--- config.mk ---
export PLATFORM = sky130hd
export DESIGN_NAME = dtpb_csr
export DESIGN_NICKNAME = d
export VERILOG_FILES = /design/src/hdl/dtpb_pkg.sv /design/src/hdl/dtpb_csr.sv
export SDC_FILE = /design/constraint.sdc
export NUM_CORES = 1
export LEC_CHECK = 0
export BUFFER_PORTS_ARGS = -buffer_cell sky130_fd_sc_hd__buf_2
export CAP_MARGIN = 0
export CORE_ASPECT_RATIO = 1.2
export CORE_MARGIN = 10
export CORE_UTILIZATION = 28
export DETAILED_ROUTE_END_ITERATION = 6
export PLACE_DENSITY = 0.51
export SLEW_MARGIN = 20
export SYNTH_ARGS = -nofsm -noshare
export SYNTH_HDL_FRONTEND = slang
export SYNTH_SLANG_ARGS = --single-unit
--- constraint.sdc ---
create_clock -name clock -period 6.3 [get_ports clock]
set_input_delay 0.945 -clock clock [delete_from_list [all_inputs] [get_ports clock]]
set_output_delay 0.945 -clock clock [all_outputs]
set_load 0.03 [all_outputs]
--- src/hdl/dtpb_pkg.sv ---
// shared types, widths and register codes for the depth-to-point back-projection core
`timescale 1ns / 1ps

package dtpb_pkg;

   // item field widths
   localparam int DEPTH_W  = 16;
   localparam int COLOR_W  = 8;
   localparam int COORD_W  = 32;
   localparam int INDEX_W  = 24;

   // configuration register widths
   localparam int DIM_W    = 13;
   localparam int CENTER_W = 16;
   localparam int INV_W    = 24;

   // frame size limits in use, wide enough for the largest side
   localparam int LIM_W    = 14;
   localparam int MAX_SIDE_DEF = 4096;

   // packed channel widths
   localparam int REQ_DATA_W = 40;
   localparam int RSP_DATA_W = 128;
   localparam int RSP_USER_W = 1;

   // configuration port
   localparam int CSR_ADDR_W = 3;
   localparam int CSR_DATA_W = 24;

   localparam logic [CSR_ADDR_W-1:0] REG_FRAME_WIDTH  = 3'd0;
   localparam logic [CSR_ADDR_W-1:0] REG_FRAME_HEIGHT = 3'd1;
   localparam logic [CSR_ADDR_W-1:0] REG_CENTER_X     = 3'd2;
   localparam logic [CSR_ADDR_W-1:0] REG_CENTER_Y     = 3'd3;
   localparam logic [CSR_ADDR_W-1:0] REG_INV_FOCAL_X  = 3'd4;
   localparam logic [CSR_ADDR_W-1:0] REG_INV_FOCAL_Y  = 3'd5;

   // register reset values
   localparam logic [DIM_W-1:0]    RST_FRAME_WIDTH  = 13'd640;
   localparam logic [DIM_W-1:0]    RST_FRAME_HEIGHT = 13'd480;
   localparam logic [CENTER_W-1:0] RST_CENTER_X     = 16'd5112;
   localparam logic [CENTER_W-1:0] RST_CENTER_Y     = 16'd3832;
   localparam logic [INV_W-1:0]    RST_INV_FOCAL_X  = 24'd31957;
   localparam logic [INV_W-1:0]    RST_INV_FOCAL_Y  = 24'd31957;

   // configuration as seen by the datapath
   typedef struct packed {
      logic [LIM_W-1:0]    last_col;
      logic [LIM_W-1:0]    last_row;
      logic [CENTER_W-1:0] center_x;
      logic [CENTER_W-1:0] center_y;
      logic [INV_W-1:0]    inv_x;
      logic [INV_W-1:0]    inv_y;
   } cfg_type;

   // controller to datapath
   typedef struct packed {
      logic capture;
      logic mul_depth;
      logic mul_focal;
      logic load_out;
   } cmd_type;

   // datapath to controller
   typedef struct packed {
      logic out_free;
   } status_type;

endpackage

--- src/hdl/dtpb_csr.sv ---
// configuration registers and clamping of the frame size in use
`timescale 1ns / 1ps

module dtpb_csr #(
   parameter int MAX_SIDE = dtpb_pkg::MAX_SIDE_DEF
) (
   input  logic                             clock,
   input  logic                             reset,
   input  logic                             csr_we,
   input  logic [dtpb_pkg::CSR_ADDR_W-1:0]  csr_addr,
   input  logic [dtpb_pkg::CSR_DATA_W-1:0]  csr_wdata,
   output dtpb_pkg::cfg_type                cfg
);
   import dtpb_pkg::*;

   localparam logic [LIM_W-1:0] SIDE_MAX = LIM_W'(MAX_SIDE);

   logic [DIM_W-1:0]    width_ff,  height_ff;
   logic [CENTER_W-1:0] cx_ff,     cy_ff;
   logic [INV_W-1:0]    ifx_ff,    ify_ff;
   logic [LIM_W-1:0]    width_use, height_use;

   // register writes, unknown indexes ignored
   always_ff @(posedge clock) begin
      if (reset) begin
         width_ff  <= RST_FRAME_WIDTH;
         height_ff <= RST_FRAME_HEIGHT;
         cx_ff     <= RST_CENTER_X;
         cy_ff     <= RST_CENTER_Y;
         ifx_ff    <= RST_INV_FOCAL_X;
         ify_ff    <= RST_INV_FOCAL_Y;
      end else if (csr_we) begin
         unique case (csr_addr)
            REG_FRAME_WIDTH:  width_ff  <= csr_wdata[DIM_W-1:0];
            REG_FRAME_HEIGHT: height_ff <= csr_wdata[DIM_W-1:0];
            REG_CENTER_X:     cx_ff     <= csr_wdata[CENTER_W-1:0];
            REG_CENTER_Y:     cy_ff     <= csr_wdata[CENTER_W-1:0];
            REG_INV_FOCAL_X:  ifx_ff    <= csr_wdata[INV_W-1:0];
            REG_INV_FOCAL_Y:  ify_ff    <= csr_wdata[INV_W-1:0];
            default: ;
         endcase
      end
   end

   // clamp sizes to one through the largest side
   always_comb begin
      width_use  = LIM_W'(width_ff);
      height_use = LIM_W'(height_ff);
      if (width_ff == '0)
         width_use = LIM_W'(1);
      else if (width_use > SIDE_MAX)
         width_use = SIDE_MAX;
      if (height_ff == '0)
         height_use = LIM_W'(1);
      else if (height_use > SIDE_MAX)
         height_use = SIDE_MAX;
   end

   assign cfg.last_col = width_use - LIM_W'(1);
   assign cfg.last_row = height_use - LIM_W'(1);
   assign cfg.center_x = cx_ff;
   assign cfg.center_y = cy_ff;
   assign cfg.inv_x    = ifx_ff;
   assign cfg.inv_y    = ify_ff;

endmodule

# Word-level counts from Yosys, hierarchy flattened
# Index checks and enable logic that the tools add are counted.
[word_totals]
reg_bits = 106
in_bits = 30
out_inout_bits = 108
elab_cells = 28
[classes]
n_addsub = 2
n_lt_le_gt_ge = 2
n_eq_ne = 5
muxes = 4
reduce_logical = 9
[ops]
columns = ["operator", "n"]
rows = [
  ["$mux W13", 4],
  ["$sub A14 B1 Y14 const B", 2],
  ["$gt A13 B13 Y1 const B", 2],
  ["$logic_not A13 Y1", 2],
  ["$reduce_and A2 Y1", 6],
  ["$eq A3 B2 Y1 const B", 2],
  ["$eq A3 B3 Y1 const B", 2],
  ["$eq A3 B1 Y1 const B", 1],
  ["$logic_not A3 Y1", 1],
]

# Longest topological paths before layout
# Gate-level depths: netlist (run 1).
[depth]
word_depth = 4
depth_mapped = 10
depth_no_buf = 7

# Worst setup path before layout (run 1)
# OpenSTA, ideal clock, no wires.
[synth_timing]
path_type = "register to output"
startpoint = "reg height_ff[2]"
endpoint = "out cfg[88] (netlist bit)"
arrival_ps = 3100
required_ps = 5355
slack_ps = 2255
stages_incl_launch_ff = 11
n_path_buf = 3
cell_sequence = "dfxtp_1 buf_6 or4_4 buf_6 nor4_1 o21ai_1 ha_1 clkbuf_2 nor4b_2 and3_1 o31ai_1"
[synth_rtl]
columns = ["element", "line", "rtl"]
rows = [
  ["start: declaration", "dtpb_csr.sv:18", "logic [DIM_W-1:0] width_ff, height_ff;"],
  ["start signal: assignment", "dtpb_csr.sv:35", "REG_FRAME_HEIGHT: height_ff <= csr_wdata[DIM_W-1:0];"],
  ["end: declaration", "dtpb_csr.sv:12", "output dtpb_pkg::cfg_type cfg"],
]

==> metrics.csv, run 1 <==
metric;value;unit
mux contribution to synthesized area;0.02158;
largest net degree at the start of global routing;107;
Total Negative Setup Slacks;0;ps
clock buffer depth;2;
count of hold buffers inserted by post-cts repair;0;
Setup crit end kind;primary output;
Routed wire per std cell;17.29;microns
initial DRC count;229;
Fmax;0.2566;GHz
num ports;138;
total track usage;0.1366;
worst hold endpoint;ifx_ff[16]$_SDFFE_PP0P_;
overflow left after global routing;0;
depth of the most critical reg-to-reg path;2;
number of buffers inserted by post-CTS setup repair;0;
clock latency on the worst-skew pair;340;ps
post-layout utilization of the core;0.3498;
overall routed net length;15440;microns
area of the core region;16270;sq um
setup repair after global routing missed its margin;false;
post-route fraction of the period consumed by the critical path;0.6185;
leakage power figure;2.337;nW
RD Place Congestion;0.8123;
Clock Skews;0;ps
worst r2r dst;width_ff[12]$_SDFFE_PP0P_;
max_slew headroom;0.3114;
TritonCTS clock tree;done;
share of synthesized area occupied by flip-flops and latches;0.4575;
run status;finished clean;
critical path type;flip-flop to primary output;
number of distinct standard cells referenced by the synthesized netlist;52;
worst hold path class;flip-flop to flip-flop;
total number of vias;4243;
final setup violation count;0;
transition at the pin with the smallest max-transition slack;1033;ps
Hold Path Depth;2;
number of detailed-routing iterations run before antenna repair;7;
element type at the critical path start;flip-flop;
antenna-violating nets left;0;
Via-to-Cell Ratio;4.751;
Clock Sink Count;106;
most common cell after layout, fill and taps aside;sky130_fd_sc_hd__nand2_1;
buffer cell driving the clock tree root;sky130_fd_sc_hd__clkbuf_16;
area of the die;22130;sq um
via count of the first global-routing pass;4084;
ratio of total power to cell area;256.8;nW/um^2
Resized cells post-CTS;0;
Worst-path clk slew;70;ps
horizontal die dimension;137.5;microns
critical path peak fanout;8;
relative area change from synthesis to final layout;22.71;%
diode insertion count for antenna repair;0;
most common flop cell mapped by yosys;sky130_fd_sc_hd__dfxtp_1;
complex-gate fraction of the synthesized area;0.1217;
maximum capacitance violations;0;
leading cell types in the layout, fill and taps excluded;sky130_fd_sc_hd__nand2_1, sky130_fd_sc_hd__buf_2, sky130_fd_sc_hd__dfxtp_1, sky130_fd_sc_hd__a21oi_1, sky130_fd_sc_hd__nand3b_1;
arrival time of the worst setup path;2950;ps
number of warnings reported in the yosys synthesis log;0;
launch instance of the worst min-delay path;ifx_ff[16]$_SDFFE_PP0P_;
Post-synth EDFFs;0;
number of antenna violations at the first check in global routing;0;
DRC Markers;0;
combinational family with the most area after synthesis;simple AND/OR/NAND/NOR gates;
first-pass GRT wire length;23470;microns
reg-to-reg setup timing slack;5340;ps
number of nets in the layout;708;
fraction of final layout cells sized beyond drive strength 1;0.2452;
Synth async-reset ratio;0;
worst flop-to-flop path startpoint;width_ff[12]$_SDFFE_PP0P_;
netlist area before placement;4638;sq um
Chip Height;161.0;microns
number of buffers inserted by port buffering;135;
number of cells produced by synthesis;574;
critical path required time;5350;ps
FF+latch count, synth;106;
post-synthesis simple-gate area fraction;0.3337;
total CTS buffers;9;
post-synthesis share of cell area spent on full adders, half adders and majority gates;0.005395;
final critical-path required period;3896;ps
final HPWL from detailed placement;11050;microns
mean cell area of the mapped netlist;8.080;sq um
Initial Utilization;0.2850;
xor and xnor area share after synthesis;0.003777;
Final Slew Violations;0;
final hold viol count;0;
count of H-tree levels built during CTS;3;
row count;51;
maximum vdd drop;0.00009801;V
-- state kept, by name, indices dropped and copies added, names as in the netlist --
name / count
cy_ff: 16
cx_ff: 16
height_ff: 13
ify_ff: 24
ifx_ff: 24
width_ff: 13
-- kinds of logic (layout without fill, tap and decap cells) --
| logic type | Yosys count | in the layout |
|---|---|---|
| compound gates | 95 | 95 |
| xor+xnor | 2 | 2 |
| fa+ha+maj | 2 | 2 |
| buf+inv | 54 | 160 |
| flops | 106 | 106 |
| mux | 10 | 10 |
| other cells | 1 | 2 |
| simple gates | 304 | 304 |
-- through the flow --
stage / setup slack (ps) / cell area, sq um / power [mW] / instances / hold slack, ps
after floorplan: 2255 / 4642 / 0.8415 / 575 / 444.4
after global placement: 2831 / 5389 / 0.9040 / 877 / 441.3
after detailed placement: 2761 / 5389 / 0.9075 / 877 / 444.6
after CTS: 2385 / 5692 / 1.488 / 893 / 455.6
after global routing: 2203 / 5692 / 1.533 / 893 / 477.7
final: 2404 / 5692 / 1.462 / 893 / 453.4
-- power by group --
| part | switching (mW) | leakage [nW] | total, mW | internal (mW) |
|---|---|---|---|---|
| clock | 0.259 | 0.148 | 0.573 | 0.314 |
| combinational | 0.130 | 1.33 | 0.187 | 0.0574 |
| sequential | 0.0141 | 0.861 | 0.702 | 0.688 |
| total | 0.403 | 2.34 | 1.46 | 1.06 |
-- routing by layer --
layer  GRT usage  vias to the layer above  part of all wire
met2      0.2423                       86              0.52
met5           0                        -                 0
met3     0.03445                        4             0.051
met4     0.04127                        0            0.0075
li1            -                     2145                 -
met1      0.1552                     2008              0.42
-- worst max-delay path by stage --
stage / startpoint / to / slack [ps] / depth (start not counted)
detailed placement: height_ff[8]$_SDFFE_PP1P_ / cfg[88] / 2760 / 8
global route: height_ff[8]$_SDFFE_PP1P_ / cfg[88] / 2200 / 8
floorplan: height_ff[2]$_SDFFE_PP0P_ / cfg[88] / 2260 / 10
finish: height_ff[8]$_SDFFE_PP1P_ / cfg[88] / 2400 / 8
CTS: height_ff[8]$_SDFFE_PP1P_ / cfg[88] / 2380 / 8
global placement: height_ff[8]$_SDFFE_PP1P_ / cfg[88] / 2830 / 8
-- cell usage after synthesis (all sizes together) (6+ instances only) --
cell type,n,area [sq um]
nor2,17,63.81
nand3b,34,255.2
nand3,6,30.03
clkbuf,29,110.1
buf,20,128.9
a21oi,59,295.3
dfxtp,106,2122
a211o,11,96.34
nand2,189,709.4
mux2i,10,100.1
o21ai,9,45.04
nor4,8,86.33
nor3,6,30.03
nor2b,12,75.07
-- critical path, cell delays in order, from the launching register on --
cell and delay [ps]:
sky130_fd_sc_hd__dfxtp_1 390, sky130_fd_sc_hd__or4_1 670, sky130_fd_sc_hd__nor4_1 280, sky130_fd_sc_hd__o21ai_1 120, sky130_fd_sc_hd__ha_1 310, sky130_fd_sc_hd__nor4b_2 220
sky130_fd_sc_hd__and3_1 180, sky130_fd_sc_hd__o31ai_1 210, sky130_fd_sc_hd__buf_2 240
-- area by class of cell --
cell class / count / area (sq um)
Timing Repair Buffer: 139 / 705.7
Clock buffer: 10 / 229.0
Clock inverter: 6 / 73.82
Multi-Input combinational cell: 415 / 2277
Tap cell: 212 / 265.3
Inverter: 5 / 18.77
Fill cell: 1748 / 10580
Sequential cell: 106 / 2122
(Power assumes the default switching activity.)
==> inputs of run 2 (changes only) <==
==> constraint.sdc (replaced) <==
create_clock -name clock -period 3.7 [get_ports clock]
set_input_delay 0.555 -clock clock [delete_from_list [all_inputs] [get_ports clock]]
set_output_delay 0.555 -clock clock [all_outputs]
set_load 0.03 [all_outputs]
==> metrics.csv, run 2 (synthesis results as in run 1) <==
metric;value;unit
relative contribution of the clock network to total power;0.371;
critical path peak fanout;8;
number of detailed-routing iterations run before antenna repair;6;
Post-Place Cells;878;
leading cell types in the layout, fill and taps excluded;sky130_fd_sc_hd__nand2_1, sky130_fd_sc_hd__buf_2, sky130_fd_sc_hd__dfxtp_1, sky130_fd_sc_hd__a21oi_1, sky130_fd_sc_hd__nand3b_1;
initial DRC count;227;
ratio of total power to cell area;424.8;nW/um^2
arrival time of the worst setup path;2870;ps
total track usage;0.1381;
final hold viol count;0;
Total Negative Setup Slacks;0;ps
final HPWL from detailed placement;11410;microns
total net switching power;684.2;uW
reg-to-reg setup timing slack;2750;ps
leakage power figure;2.321;nW
area of the core region;16270;sq um
fraction of final layout cells sized beyond drive strength 1;0.2493;
final critical-path required period;3425;ps
horizontal die dimension;137.5;microns
total number of vias;4244;
number of cells in the finished layout apart from fillers;895;
transition at the pin with the smallest max-transition slack;1044;ps
buffer cell driving the clock tree root;sky130_fd_sc_hd__clkbuf_16;
Clock Sink Count;106;
most common cell after layout, fill and taps aside;sky130_fd_sc_hd__nand2_1;
row count;51;
num ports;138;
via count of the first global-routing pass;4155;
run status;finished clean;
number of nets in the layout;709;
critical path required time;3140;ps
Clock Skews;0;ps
maximum vdd drop;0.0001806;V
post-route fraction of the period consumed by the critical path;0.9256;
largest net degree at the start of global routing;63;
antenna-violating nets left;0;
clock latency on the worst-skew pair;340;ps
RD Place Congestion;0.8221;
Hold Path Depth;2;
DRC Markers;0;
first-pass GRT wire length;23770;microns
depth of the most critical reg-to-reg path;2;
count of H-tree levels built during CTS;3;
total CTS buffers;9;
largest registers;ifx_ff x24, ify_ff x24;
Fmax;0.2920;GHz
worst hold path class;primary input to flip-flop;
final setup violation count;0;
TritonCTS clock tree;done;
max_slew headroom;0.3025;
overflow left after global routing;0;
Internal;1.728;mW
Final Slew Violations;0;
setup repair after global routing missed its margin;false;
number of buffers inserted by post-CTS setup repair;0;
critical path type;flip-flop to primary output;
Sw Share;0.2837;
number of buffers inserted by port buffering;135;
Via-to-Cell Ratio;4.742;
relative area change from synthesis to final layout;22.42;%
Initial Utilization;0.2850;
Routed wire per std cell;17.64;microns
area of the die;22130;sq um
combinational share of power;0.133;
maximum capacitance violations;0;
Worst-path clk slew;70;ps
clock buffer depth;2;
overall routed net length;15790;microns
number of antenna violations at the first check in global routing;1;
element type at the critical path start;flip-flop;
Setup crit end kind;primary output;
portion of total power attributed to sequential cells;0.496;
Chip Height;161.0;microns
-- run 2: area by class of cell --
| type | instances | area (sq um) |
|---|---|---|
| Antenna cell | 1 | 2.502 |
| Clock buffer | 10 | 229.0 |
| Clock inverter | 6 | 41.29 |
| Fill cell | 1743 | 10590 |
| Inverter | 5 | 18.77 |
| Multi-Input combinational cell | 415 | 2283 |
| Sequential cell | 106 | 2122 |
| Tap cell | 212 | 265.3 |
| Timing Repair Buffer | 140 | 715.7 |
-- run 2: metal layers --
metal / share of wire / vias to the layer above / track usage
met5: 0 / - / 0
met3: 0.056 / 12 / 0.03693
met4: 0.012 / 0 / 0.04559
li1: - / 2144 / -
met1: 0.42 / 2001 / 0.1561
met2: 0.52 / 87 / 0.2427
-- run 2: through the flow --
stage | power [mW] | setup slack [ps] | hold slack [ps] | instance area, sq um | util
after global placement | 1.540 | 615.1 | 441.1 | 5396 | 0.3316
after global routing | 2.517 | 75.98 | 404.4 | 5678 | 0.3489
final | 2.412 | 275.5 | 399.1 | 5678 | 0.3489
after CTS | 2.449 | 117.3 | 380.9 | 5667 | 0.3483
after floorplan | 1.433 | 45.15 | 444.4 | 4642 | -
after detailed placement | 1.547 | 499.2 | 445.9 | 5396 | 0.3316
-- run 2: repair_timing --
item | 4_1_cts | 5_1_grt
endpoints found under the setup margin | 0 | 1
resized for setup | 0 | 3
hold buffers | 0 | 0
-- run 2: worst max-delay path, stage by stage (launching register included) --
cell	delay, ps
sky130_fd_sc_hd__dfxtp_1	400
sky130_fd_sc_hd__or4_4	610
sky130_fd_sc_hd__nor4_1	240
sky130_fd_sc_hd__o21ai_1	140
sky130_fd_sc_hd__ha_2	270
sky130_fd_sc_hd__nor4b_2	200
sky130_fd_sc_hd__and3_1	190
sky130_fd_sc_hd__o31ai_1	260
sky130_fd_sc_hd__buf_4	210
-- run 2: power by group through the flow --
stage / registers (mW) / clock network, mW / logic (mW)
final: 1.20 / 0.896 / 0.320
after global routing: 1.20 / 0.968 / 0.349
after CTS: 1.20 / 0.928 / 0.325
after detailed placement: 1.22 / 0 / 0.324
after global placement: 1.22 / 0 / 0.319
after floorplan: 1.26 / 0 / 0.170
-- run 2: worst paths after layout --
kind / start / end
worst max register to register: width_ff[12]$_SDFFE_PP0P_ / width_ff[12]$_SDFFE_PP0P_
worst max-delay path: height_ff[8]$_SDFFE_PP1P_ / cfg[88]
worst min register to register: ify_ff[18]$_SDFFE_PP0P_ / ify_ff[18]$_SDFFE_PP0P_
worst min-delay path: reset / cy_ff[14]$_SDFFE_PP0P_
