`src/hdl/dtpb_pkg.sv`:
```
// shared types, widths and register codes for the depth-to-point back-projection core
`timescale 1ns / 1ps

package dtpb_pkg;

   // item field widths
   localparam int DEPTH_W  = 16;
   localparam int COLOR_W  = 8;
   localparam int COORD_W  = 32;
   localparam int INDEX_W  = 24;

   // configuration register widths
   localparam int DIM_W    = 13;
   localparam int CENTER_W = 16;
   localparam int INV_W    = 24;

   // frame size limits in use, wide enough for the largest side
   localparam int LIM_W    = 14;
   localparam int MAX_SIDE_DEF = 4096;

   // packed channel widths
   localparam int REQ_DATA_W = 40;
   localparam int RSP_DATA_W = 128;
   localparam int RSP_USER_W = 1;

   // configuration port
   localparam int CSR_ADDR_W = 3;
   localparam int CSR_DATA_W = 24;

   localparam logic [CSR_ADDR_W-1:0] REG_FRAME_WIDTH  = 3'd0;
   localparam logic [CSR_ADDR_W-1:0] REG_FRAME_HEIGHT = 3'd1;
   localparam logic [CSR_ADDR_W-1:0] REG_CENTER_X     = 3'd2;
   localparam logic [CSR_ADDR_W-1:0] REG_CENTER_Y     = 3'd3;
   localparam logic [CSR_ADDR_W-1:0] REG_INV_FOCAL_X  = 3'd4;
   localparam logic [CSR_ADDR_W-1:0] REG_INV_FOCAL_Y  = 3'd5;

   // register reset values
   localparam logic [DIM_W-1:0]    RST_FRAME_WIDTH  = 13'd640;
   localparam logic [DIM_W-1:0]    RST_FRAME_HEIGHT = 13'd480;
   localparam logic [CENTER_W-1:0] RST_CENTER_X     = 16'd5112;
   localparam logic [CENTER_W-1:0] RST_CENTER_Y     = 16'd3832;
   localparam logic [INV_W-1:0]    RST_INV_FOCAL_X  = 24'd31957;
   localparam logic [INV_W-1:0]    RST_INV_FOCAL_Y  = 24'd31957;

   // configuration as seen by the datapath
   typedef struct packed {
      logic [LIM_W-1:0]    last_col;
      logic [LIM_W-1:0]    last_row;
      logic [CENTER_W-1:0] center_x;
      logic [CENTER_W-1:0] center_y;
      logic [INV_W-1:0]    inv_x;
      logic [INV_W-1:0]    inv_y;
   } cfg_type;

   // controller to datapath
   typedef struct packed {
      logic capture;
      logic mul_depth;
      logic mul_focal;
      logic load_out;
   } cmd_type;

   // datapath to controller
   typedef struct packed {
      logic out_free;
   } status_type;

endpackage

```
`src/hdl/dtpb_ctrl.sv`:
```
// controller state machine sequencing one item through the datapath
`timescale 1ns / 1ps

module dtpb_ctrl (
   input  logic                 clock,
   input  logic                 reset,
   input  logic                 req_tvalid,
   output logic                 req_tready,
   input  dtpb_pkg::status_type status,
   output dtpb_pkg::cmd_type    cmd
);
   import dtpb_pkg::*;

   localparam logic [1:0] ST_IDLE  = 2'd0;
   localparam logic [1:0] ST_DEPTH = 2'd1;
   localparam logic [1:0] ST_FOCAL = 2'd2;
   localparam logic [1:0] ST_WRITE = 2'd3;

   logic [1:0] state_ff, state_in;

   // next state and commands
   always_comb begin
      state_in      = state_ff;
      req_tready    = 1'b0;
      cmd.capture   = 1'b0;
      cmd.mul_depth = 1'b0;
      cmd.mul_focal = 1'b0;
      cmd.load_out  = 1'b0;
      unique case (state_ff)
         ST_IDLE: begin
            req_tready = 1'b1;
            if (req_tvalid) begin
               cmd.capture = 1'b1;
               state_in    = ST_DEPTH;
            end
         end
         ST_DEPTH: begin
            cmd.mul_depth = 1'b1;
            state_in      = ST_FOCAL;
         end
         ST_FOCAL: begin
            cmd.mul_focal = 1'b1;
            state_in      = ST_WRITE;
         end
         ST_WRITE: begin
            if (status.out_free) begin
               cmd.load_out = 1'b1;
               state_in     = ST_IDLE;
            end
         end
         default: state_in = ST_IDLE;
      endcase
   end

   always_ff @(posedge clock) begin
      if (reset) begin
         state_ff <= ST_IDLE;
      end else begin
         state_ff <= state_in;
      end
   end

endmodule

```
`config.mk`:
```
export PLATFORM = sky130hd
export DESIGN_NAME = dtpb_ctrl
export DESIGN_NICKNAME = d
export VERILOG_FILES = /design/src/hdl/dtpb_pkg.sv /design/src/hdl/dtpb_ctrl.sv
export SDC_FILE = /design/constraint.sdc
export NUM_CORES = 1
export LEC_CHECK = 0
export BUFFER_PORTS_ARGS = -buffer_cell sky130_fd_sc_hd__buf_2
export CAP_MARGIN = 40
export CORE_AREA = 2 2 39 41
export DETAILED_ROUTE_END_ITERATION = 6
export DIE_AREA = 0 0 41 43
export HOLD_SLACK_MARGIN = 0.15
export PLACE_DENSITY = 0.33
export SETUP_SLACK_MARGIN = 0.02
export SYNTH_ARGS = -nofsm -noshare
export SYNTH_HDL_FRONTEND = slang
export SYNTH_SLANG_ARGS = --single-unit
```
`constraint.sdc`:
```
create_clock -name clock -period 2.2 [get_ports clock]
set_input_delay 0.11 -clock clock [delete_from_list [all_inputs] [get_ports clock]]
set_output_delay 0.11 -clock clock [all_outputs]
set_load 0.03 [all_outputs]
```
After elaboration in Yosys (flattened, before gate mapping)
Cells that the tools add are included.
{"block": "word_totals", "in_bits": 4, "regBits": 2, "output_inout_bits": 5}
{"block": "classes", "mux": 10, "reduce_logical": 2, "n_eq_ne": 5}
{"op": "one-hot mux 2 bit (4 select lines)", "n": 1}
{"op": "two-way mux 1 bit", "n": 7}
{"op": "== test 2 bit (second input constant)", "n": 2}
{"op": "two-way mux 2 bit", "n": 2}
{"op": "inequality test 2 bit (second input constant)", "n": 2}
{"op": "== test 2 x 1 -> 1 bit (second input constant)", "n": 1}
{"op": "logical NOT 2 bit", "n": 1}
{"op": "AND reduction 2 bit", "n": 1}

Depth between registers and ports, before layout
Gate-level depths: netlist of the first run.
{"block": "logic_depth", "ltp_word": 3, "ltp_mapped": 4, "mapped_depth_nobuf": 4}

Worst setup path before layout of the first run
No wires, ideal clock.
{"block": "synth_path", "kind": "reg-to-reg", "startpoint": "reg state_ff[0]", "endpoint": "reg state_ff[0]", "arrival_time_ns": 1.251, "setup_time_ns": 0.116, "required_ns": 2.084, "period_less_slack_ns": 1.367, "n_path_buf": 0, "slack_ns": 0.833, "stages_incl_launch_ff": 5, "path_cell_list": "dfxtp_1 > inv_1 > ha_1 > or3_1 > o211a_1"}
{"block": "synth_via", "elab_chain_cells": 3, "elab_cells_between_ends": 8, "cone_classes": "eq/ne (5); mux (1); reduce/logical (2)"}
{"element": "start, declared", "line": "dtpb_ctrl.sv:19", "rtl": "logic [1:0] state_ff, state_in;"}
{"element": "start signal, assigned", "line": "dtpb_ctrl.sv:59", "rtl": "state_ff <= state_in;"}
{"element": "== test 2 bit / logical NOT 2 bit (equally long branches)", "line": "dtpb_ctrl.sv:29", "rtl": "unique case (state_ff)"}
{"element": "inequality test 2 bit (no source line)"}
{"element": "AND reduction 2 bit (no source line)"}
Several ways; a longest one is shown, not always the timed one.
A chain may end at the register's enable or synchronous reset.

==> summary.txt, run 1 <==
Yosys
  • Syn. warnings: 0
  • Mapped Cells: 19
  • Synth area leaders: ha_1 (29%), dfxtp_1 (23%), inv_1 (8.8%)
  • Cell taking the most area after synthesis: ha_1
  • Distinct cells, synth: 11
  • Synth Net Count: 27
  • Top cell type's share of synthesized area: 29.2%
  • Synthesized flop and latch total: 2
  • Synth Cell Area: 171 um2
  • Sequential area share after synthesis: 23.4%
  • Avg Cell Area, Syn: 9.02 um2

Cells and area
  • Register area: 40.0 um2
  • Most flop-heavy register: state_ff
  • Multi-input logic area: 116 um2
  • Layout cells sized above 1: 43.3%
  • Fill count: 168
  • Number of diodes: 0
  • Non-Filler Instances: 46
  • Net count, final: 40
  • Largest register FFs: 2
  • Area Growth Syn to Fin: 48.2%
  • Biggest regs: state_ff x2

Die
  • Die Ht: 43 um
  • Core area: 0.00138 mm2
  • Die ar.: 0.00176 mm2
  • Die width: 41 um
  • I/O Pins: 9
  • Initial core utilization: 12.4%
  • Row cnt: 14

Critical path
  • CP arrival: 1230 ps
  • Maximum cell stage delay along the critical path: 370 ps
  • Reg2Reg Depth: 4
  • Startpoint class of the critical path: register
  • R2r endpoint: state_ff[0]
  • CP max stage cell: dfxtp_1
  • Worst r2r src: state_ff[0]
  • Worst Path Required: 2090 ps
  • Reg2Reg Setup Slack: 890 ps
  • Crit-path cells: inv_1 > ha_1 > and2_1 > buf_2
  • CP endpoint kind: output pin
  • Crit-path max FO: 4
  • Critical path type: register to output pin
  • Buf/Inv on CP: 2
  • Cell class contributing the biggest share of worst-path delay: flip-flops

Timing
  • Slew Limit Fails: 0
  • Final critical-path required period: 1340 ps
  • Fin Setup TNS: 0 ps
  • Final Setup Violations: 0
  • Worst slew pin tran: 228 ps
  • RSZ-0062 raised after global routing: no
  • Final Cycle Share: 61.0%
  • PnR worst setup slack: 857 ps
  • Slew headroom: 84.8%
  • Minimum hold slack: 156 ps
  • Hold violation total from the final report: 0
  • FMAX: 0.745 GHz
  • Clock Skew: 3.44 ps

Global route
  • Global-route wire length before repair: 600 um
  • GRT overflow: 0
  • Largest net degree at the start of global routing: 5
  • Initial antenna violation count: 0
  • Vias in the first global route: 172
  • GRT Total Usage: 5.71%

Clocking
  • Post-cts repair resize count: 0
  • H-tree depth: 1
  • Clk buf depth: 2
  • Worst skew pair latency: 220 ps
  • Hold buffers post-CTS: 0
  • Num CTS Buffers: 3
  • CTS tree: yes
  • CTS root buf: clkbuf_4
  • Post-CTS Setup Inserts: 0
  • Clock slew at reported path FFs: 30 ps
  • Clock sinks: 2

Placement
  • GPL Wtd Cong: 0.578
  • I/O Buffers: 8
  • Placed insts: 43
  • DP Worst Slack: 889 ps

Routing
  • WL per Instance: 8.28 um
  • Met2 routed WL: 142 um
  • DRT iter0 DRCs: 2
  • Routed wl met3: 65 um
  • DRC violations left: 0
  • Pre-antenna DRT Iters: 2
  • Vias: 159
  • Post-Route WL: 381 um
  • Via density: 3.46
  • Top routing layer in use: met3
  • Met1 wire length: 173 um
  • Post-route ant nets: 0

Pwr
  • Maximum vdd drop: 424 uV
  • Leakage: 0.145 nW
  • Pwr Total: 0.000321 W
  • Pwr/cell area: 1270 mW/mm2

Min path
  • Worst hold endpoint: state_ff[0]
  • Min-delay src: reset
  • Hold Crit Depth: 3
  • Hold WC Path Type: input port to register

Status
  • Status: finished, final reports clean

Run
  • Maxcap violations: 0
-- routing by layer --
metal  up-vias  global-route usage, %
li1         82                      -
met1        66                   4.78
met5         -                      0
met4         0                   4.00
met3         0                   6.28
met2        11                   7.50
-- cell type report --
cell class                      count  area share [%]
Multi-Input combinational cell     13            45.8
Tap cell                           16            7.88
Clock buffer                        3            8.87
Inverter                            4            5.91
Timing Repair Buffer                8            15.8
Sequential cell                     2            15.8
-- cell usage in the layout (no fill, tap or decap) --
cell / Yosys / layout
buf_2: 0 / 8
inv_1: 4 / 4
ha_1: 4 / 4
clkbuf_4: 0 / 3
nand2_1: 2 / 2
dfxtp_1: 2 / 2
and2_2: 1 / 1
and2_1: 1 / 1
nor2b_4: 1 / 1
a21oi_1: 1 / 1
mux2i_1: 1 / 1
or3_1: 1 / 1
o211a_1: 1 / 1
-- worst max-delay path by stage --
stage	startpoint	to	slack [ps]	cells after the start
6_report	state_ff[0]	cmd[3]	860	4
5_1_grt	state_ff[0]	cmd[3]	750	4
4_1_cts	state_ff[0]	cmd[3]	840	4
3_5_place_dp	state_ff[0]	state_ff[0]	890	4
3_3_place_gp	state_ff[0]	state_ff[0]	920	4
2_1_floorplan	state_ff[0]	state_ff[0]	830	4
-- tightest hold or removal path, cell delays in order --
cell and delay (ps):
buf_2 70, inv_1 50, o211a_1 100
-- synthesized netlist by cell type (all sizes together) --
master,instances
a21oi,1
and2,2
dfxtp,2
ha,4
inv,4
mux2i,1
nand2,2
nor2b,1
o211a,1
or3,1
-- stage by stage --
| step | area [um2] | util [%] |
|---|---|---|
| after floorplan | 171 | - |
| after global placement | 231 | 16.7 |
| after detailed placement | 231 | 16.7 |
| after CTS | 254 | 18.4 |
| after global routing | 254 | 18.4 |
| final | 254 | 18.4 |
-- cells by family after synthesis --
logic type,Yosys count,share of synthesized area [%]
buffers and inverters,4,8.76
AOI/OAI and AO/OA,2,8.76
adders and majority gates,4,29.2
and+or+nand+nor,6,24.1
DFF,2,23.4
muxes,1,5.84
-- where the power goes --
part           leakage (nW)  total [W]  internal (W)  switching, W
sequential           0.0166  0.0000638     0.0000501     0.0000137
combinational         0.114   0.000177     0.0000622      0.000114
clock                0.0138  0.0000810     0.0000602     0.0000209
Note: power is estimated with default switching activity, not from simulation.
==> run 2, diff against run 1 <==
Clock period 2.2 ns to 1.3 ns, I/O delays scaled along.
==> run 2 against run 1 <==
  * Cell count up 2.2%
  * Utilization grew 1.3 points
  * Sequential share of layout area shrank 0.095 points
  * Global-route usage down 0.80 points
  * Clock power increased by 69%
  * First-iteration DRC count is the same
  * Hold slack improved by 82 ps
  * Die area did not move
  * Combinational power up 75%
  * Worst setup slack got worse by 780 ps
  * Critical path depth unchanged
  * Clock skew is essentially flat
  * Critical path type is now register to register
  * Largest cell class unchanged
==> summary.txt, run 2 (synthesis gave the netlist of run 1 again) <==
Critical path
  • CP endpoint kind: register
  • Startpoint class of the critical path: register
  • Critical path type: register to register
  • Crit-path max FO: 4
  • CP arrival: 1330 ps
  • Worst Setup SP: state_ff[0]
  • Worst Path Required: 1410 ps
  • Worst r2r src: state_ff[0]

Die
  • Core area: 0.00138 mm2
  • Die ar.: 0.00176 mm2
  • Row cnt: 14
  • Die Ht: 43 um
  • Initial core utilization: 12.4%
  • Die width: 41 um
  • I/O Pins: 9

Clocking
  • CTS tree: yes
  • Clock slew at reported path FFs: 30 ps
  • Num CTS Buffers: 3
  • Clk buf depth: 2
  • H-tree depth: 1
  • Clock sinks: 2
  • CTS root buf: clkbuf_4
  • Post-CTS Setup Inserts: 0
  • Worst skew pair latency: 220 ps

Min path
  • Min-delay src: req_tvalid
  • Hold WC Path Type: input port to register

Timing
  • Final critical-path required period: 1220 ps
  • RSZ-0062 raised after global routing: no
  • Fin Setup TNS: 0 ps
  • FMAX: 0.821 GHz
  • Final Setup Violations: 0
  • Hold violation total from the final report: 0
  • Slew headroom: 85.8%
  • Final Cycle Share: 93.7%
  • PnR worst setup slack: 81.9 ps
  • Clock Skew: 3.10 ps
  • Worst slew pin tran: 214 ps
  • Slew Limit Fails: 0

Pwr
  • Maximum vdd drop: 593 uV
  • Leakage: 0.147 nW
  • Pwr/cell area: 2060 mW/mm2

Routing
  • DRT iter0 DRCs: 2
  • Post-route ant nets: 0
  • Pre-antenna DRT Iters: 4
  • Vias: 161
  • Via density: 3.43
  • DRC violations left: 0
  • Post-Route WL: 355 um
  • WL per Instance: 7.55 um

Cells and area
  • Layout cells sized above 1: 54.8%
  • Multi-input logic area: 121 um2
  • Largest register FFs: 2
  • Biggest regs: state_ff x2
  • Most flop-heavy register: state_ff
  • Net count, final: 41
  • Most frequent cells in the layout: buf_2 (8), inv_1 (4), clkbuf_4 (3)
  • Most common cell after layout, fill and taps aside: buf_2
  • Fill count: 159
  • Number of diodes: 0
  • Register area: 42.5 um2
  • Area Growth Syn to Fin: 58.4%

Global route
  • Largest net degree at the start of global routing: 5
  • Initial antenna violation count: 0
  • GRT overflow: 0
  • Global-route wire length before repair: 558 um
  • Vias in the first global route: 152
  • GRT Total Usage: 4.90%

Placement
  • DP HPWL: 296 um
  • DP Worst Slack: 33.4 ps
  • I/O Buffers: 8
  • GPL Wtd Cong: 0.565

Status
  • Status: finished, final reports clean

Run
  • Maxcap violations: 0
run 2: cell types whose count changed in the layout (fill, tap and decap cells not counted):
cell           before  now
ha_1                4    2
ha_2                0    2
dfxtp_1             2    0
dlygate4sd3_1       0    1
dfxtp_2             0    2
run 2: final cells by class:
type,instances,area share [%]
inverters,4,5.53
well taps,16,7.37
clock buffers,3,8.29
repair buffers,9,18.4
multi-input cells,13,44.7
flip-flops and latches,2,15.7
run 2: stage by stage:
stage	power (W)	instances	hold WS, ps	instance area (um2)	utilization [%]
finish	0.000560	47	238	272	19.6
global placement	0.000416	43	344	236	17.1
floorplan	0.000356	19	245	176	-
global route	0.000618	47	281	272	19.6
CTS	0.000565	47	247	269	19.4
detailed placement	0.000421	43	344	236	17.1
run 2: path summary, 6_finish.rpt:
check | cells past startpoint | slack (ps) | endpoint
setup reg to reg | 4 | 80 | state_ff[0]
hold / removal | 4 | 240 | state_ff[1]
hold reg to reg | 2 | 490 | state_ff[1]
setup / recovery | 4 | 80 | state_ff[0]
run 2: routing by layer:
layer	vias up	GRT usage, %	routed length [um]
met5	-	0	0
li1	83	-	-
met3	0	6.28	63
met2	11	6.25	118
met1	67	5.41	173
met4	0	0	0
run 2: critical path, cell delays in order, from the launching register on:
cell	delay [ps]
dfxtp_2	340
inv_1	70
ha_2	200
or3_1	370
o211a_1	130
run 2: timing repair:
item | in CTS | in global routing
endpoints found under the hold margin | 2 | 0
setup endpoints to repair | 0 | 2
hold buffers | 1 | 0
resized for setup | 0 | 2
run 2: where the power goes:
part	switching, W	internal [W]	total, W
registers	0.0000250	0.0000900	0.000115
clock network	0.0000349	0.000102	0.000137
logic	0.000195	0.000114	0.000309
==> run 3, diff against run 2 <==
--- a/config.mk
+++ b/config.mk
@@ -12,4 +12,6 @@
 export DIE_AREA = 0 0 41 43
+export GPL_TIMING_DRIVEN = 1
 export HOLD_SLACK_MARGIN = 0.15
 export PLACE_DENSITY = 0.33
+export RECOVER_POWER = 25
 export SETUP_SLACK_MARGIN = 0.02
==> constraint.sdc (replaced) <==
create_clock -name clock -period 1.3 [get_ports clock]
set_input_delay 0.195 -clock clock [delete_from_list [all_inputs] [get_ports clock]]
set_output_delay 0.195 -clock clock [all_outputs]
set_load 0.03 [all_outputs]
==> run 3 against run 2 <==
  * Cell area grew 12%
  * Combinational power grew 25%
  * Wire length grew 12%
  * Clock-buffer cell count is the same
  * Register-to-register slack gained 40 ps
  * Sequential power grew 13%
  * Via count grew 1.2%
  * Largest cell class unchanged
  * Cell count is the same
  * Die area is the same
  * Fmax shrank 2.0%
  * Non-clock buffer count is the same
  * Worst setup slack lost 24 ps
==> summary.txt, run 3 (synthesis gave the netlist of run 1 again) <==
Status
  • Status: finished, final reports clean

Clocking
  • CTS root buf: clkbuf_4
  • Hold buffers post-CTS: 0
  • Worst skew pair latency: 220 ps
  • Clk buf depth: 2
  • Clock slew at reported path FFs: 30 ps
  • CTS tree: yes
  • Clock sinks: 2
  • H-tree depth: 1
  • Num CTS Buffers: 3

Cells and area
  • Most common cell after layout, fill and taps aside: buf_2
  • Number of diodes: 0
  • Biggest regs: state_ff x2
  • Fill count: 159
  • Largest register FFs: 2
  • Area Growth Syn to Fin: 77.4%
  • Most frequent cells in the layout: buf_2 (5), clkbuf_4 (3)
  • Most flop-heavy register: state_ff
  • Net count, final: 41
  • Layout cells sized above 1: 71.0%

Routing
  • Vias: 163
  • Pre-antenna DRT Iters: 2
  • Via density: 3.47
  • DRT iter0 DRCs: 1
  • DRC violations left: 0
  • Post-route ant nets: 0
  • Post-Route WL: 399 um
  • WL per Instance: 8.49 um

Critical path
  • Reg2Reg Setup Slack: 120 ps
  • Worst Setup EP: cmd[0]
  • Reg2Reg Depth: 4
  • Crit-path cells: ha_2 > and2_2 > buf_6
  • Worst Setup SP: state_ff[0]
  • Startpoint class of the critical path: register
  • Worst r2r src: state_ff[0]
  • Crit-path max FO: 4
  • CP max stage cell: dfxtp_4
  • R2r endpoint: state_ff[0]
  • Worst Path Required: 1110 ps
  • Maximum cell stage delay along the critical path: 340 ps
  • CP endpoint kind: output pin
  • CP arrival: 1050 ps
  • Critical path type: register to output pin

Global route
  • Vias in the first global route: 152
  • Largest net degree at the start of global routing: 5
  • GRT overflow: 0
  • GRT Total Usage: 4.90%
  • Initial antenna violation count: 0
  • Global-route wire length before repair: 558 um

Timing
  • RSZ-0062 raised after global routing: yes
  • Final Cycle Share: 95.6%
  • Worst slew pin tran: 216 ps
  • Minimum hold slack: 232 ps
  • Clock Skew: 1.71 ps
  • Final Setup Violations: 0
  • Fin Setup TNS: 0 ps
  • FMAX: 0.805 GHz
  • Final critical-path required period: 1240 ps
  • Slew Limit Fails: 0
  • Slew headroom: 85.6%
  • Hold violation total from the final report: 0

Die
  • Row cnt: 14
  • Initial core utilization: 12.4%
  • I/O Pins: 9
  • Die width: 41 um
  • Die ar.: 0.00176 mm2
  • Die Ht: 43 um
  • Core area: 0.00138 mm2

Placement
  • DP HPWL: 296 um
  • GPL Wtd Cong: 0.565
  • I/O Buffers: 8

Min path
  • Hold WC Path Type: input port to register

Run
  • Maxcap violations: 0

Pwr
  • Pwr Total: 0.000650 W
  • Leakage: 0.153 nW
  • Maximum vdd drop: 592 uV
  • Pwr/cell area: 2140 mW/mm2
-- run 3: worst min path at each step --
stage | slack, ps | end | depth (start not counted) | start
floorplan | 380 | state_ff[0] | 2 | reset
global placement | 470 | state_ff[0] | 3 | reset
detailed placement | 470 | state_ff[0] | 3 | reset
CTS | 230 | state_ff[0] | 3 | reset
global route | 260 | state_ff[0] | 3 | reset
finish | 230 | state_ff[0] | 3 | reset
-- run 3: cell type report --
type	instances	area, um2	area share (%)
multi-input combinational	13	136	44.9
timing repair buffer	9	60.1	19.8
sequential	2	47.5	15.6
clock buffer	3	22.5	7.41
tap	16	20.0	6.58
inverter	4	17.5	5.76
-- run 3: critical path, delay by kind of cell, from the launching register on --
family,cells,cell delay [ps]
fa+ha+maj,1,180
buf+inv,1,130
flops,1,340
simple gates,1,170
-- run 3: power by group --
group | leakage [nW] | internal, W | switching, W
Sequential | 0.0178 | 0.0000976 | 0.0000325
Clock | 0.0138 | 0.000102 | 0.0000338
Combinational | 0.121 | 0.000170 | 0.000215
-- run 3: per-layer routing --
metal | vias to the layer above | track usage [%] | share of wire [%]
li1 | 83 | - | -
met1 | 69 | 5.41 | 43
met2 | 11 | 6.25 | 41
met3 | 0 | 6.28 | 16
met4 | 0 | 0 | 0
met5 | - | 0 | 0
-- run 3: metrics by stage --
| step | area, um2 | worst slack [ps] | util, % | std cells |
|---|---|---|---|---|
| 2_1_floorplan | 176 | 24.6 | - | 19 |
| 3_3_place_gp | 236 | 53.7 | 17.1 | 43 |
| 3_5_place_dp | 236 | 33.4 | 17.1 | 43 |
| 4_1_cts | 284 | 16.3 | 20.5 | 47 |
| 5_1_grt | 304 | 13.0 | 22.0 | 47 |
| 6_report | 304 | 57.4 | 22.0 | 47 |
-- run 3: repair_timing --
action / in CTS / in global routing
setup endpoints to repair: 2 / 2
buffers inserted: 1 / 0
pin swaps: 1 / 0
resized for setup: 9 / 5
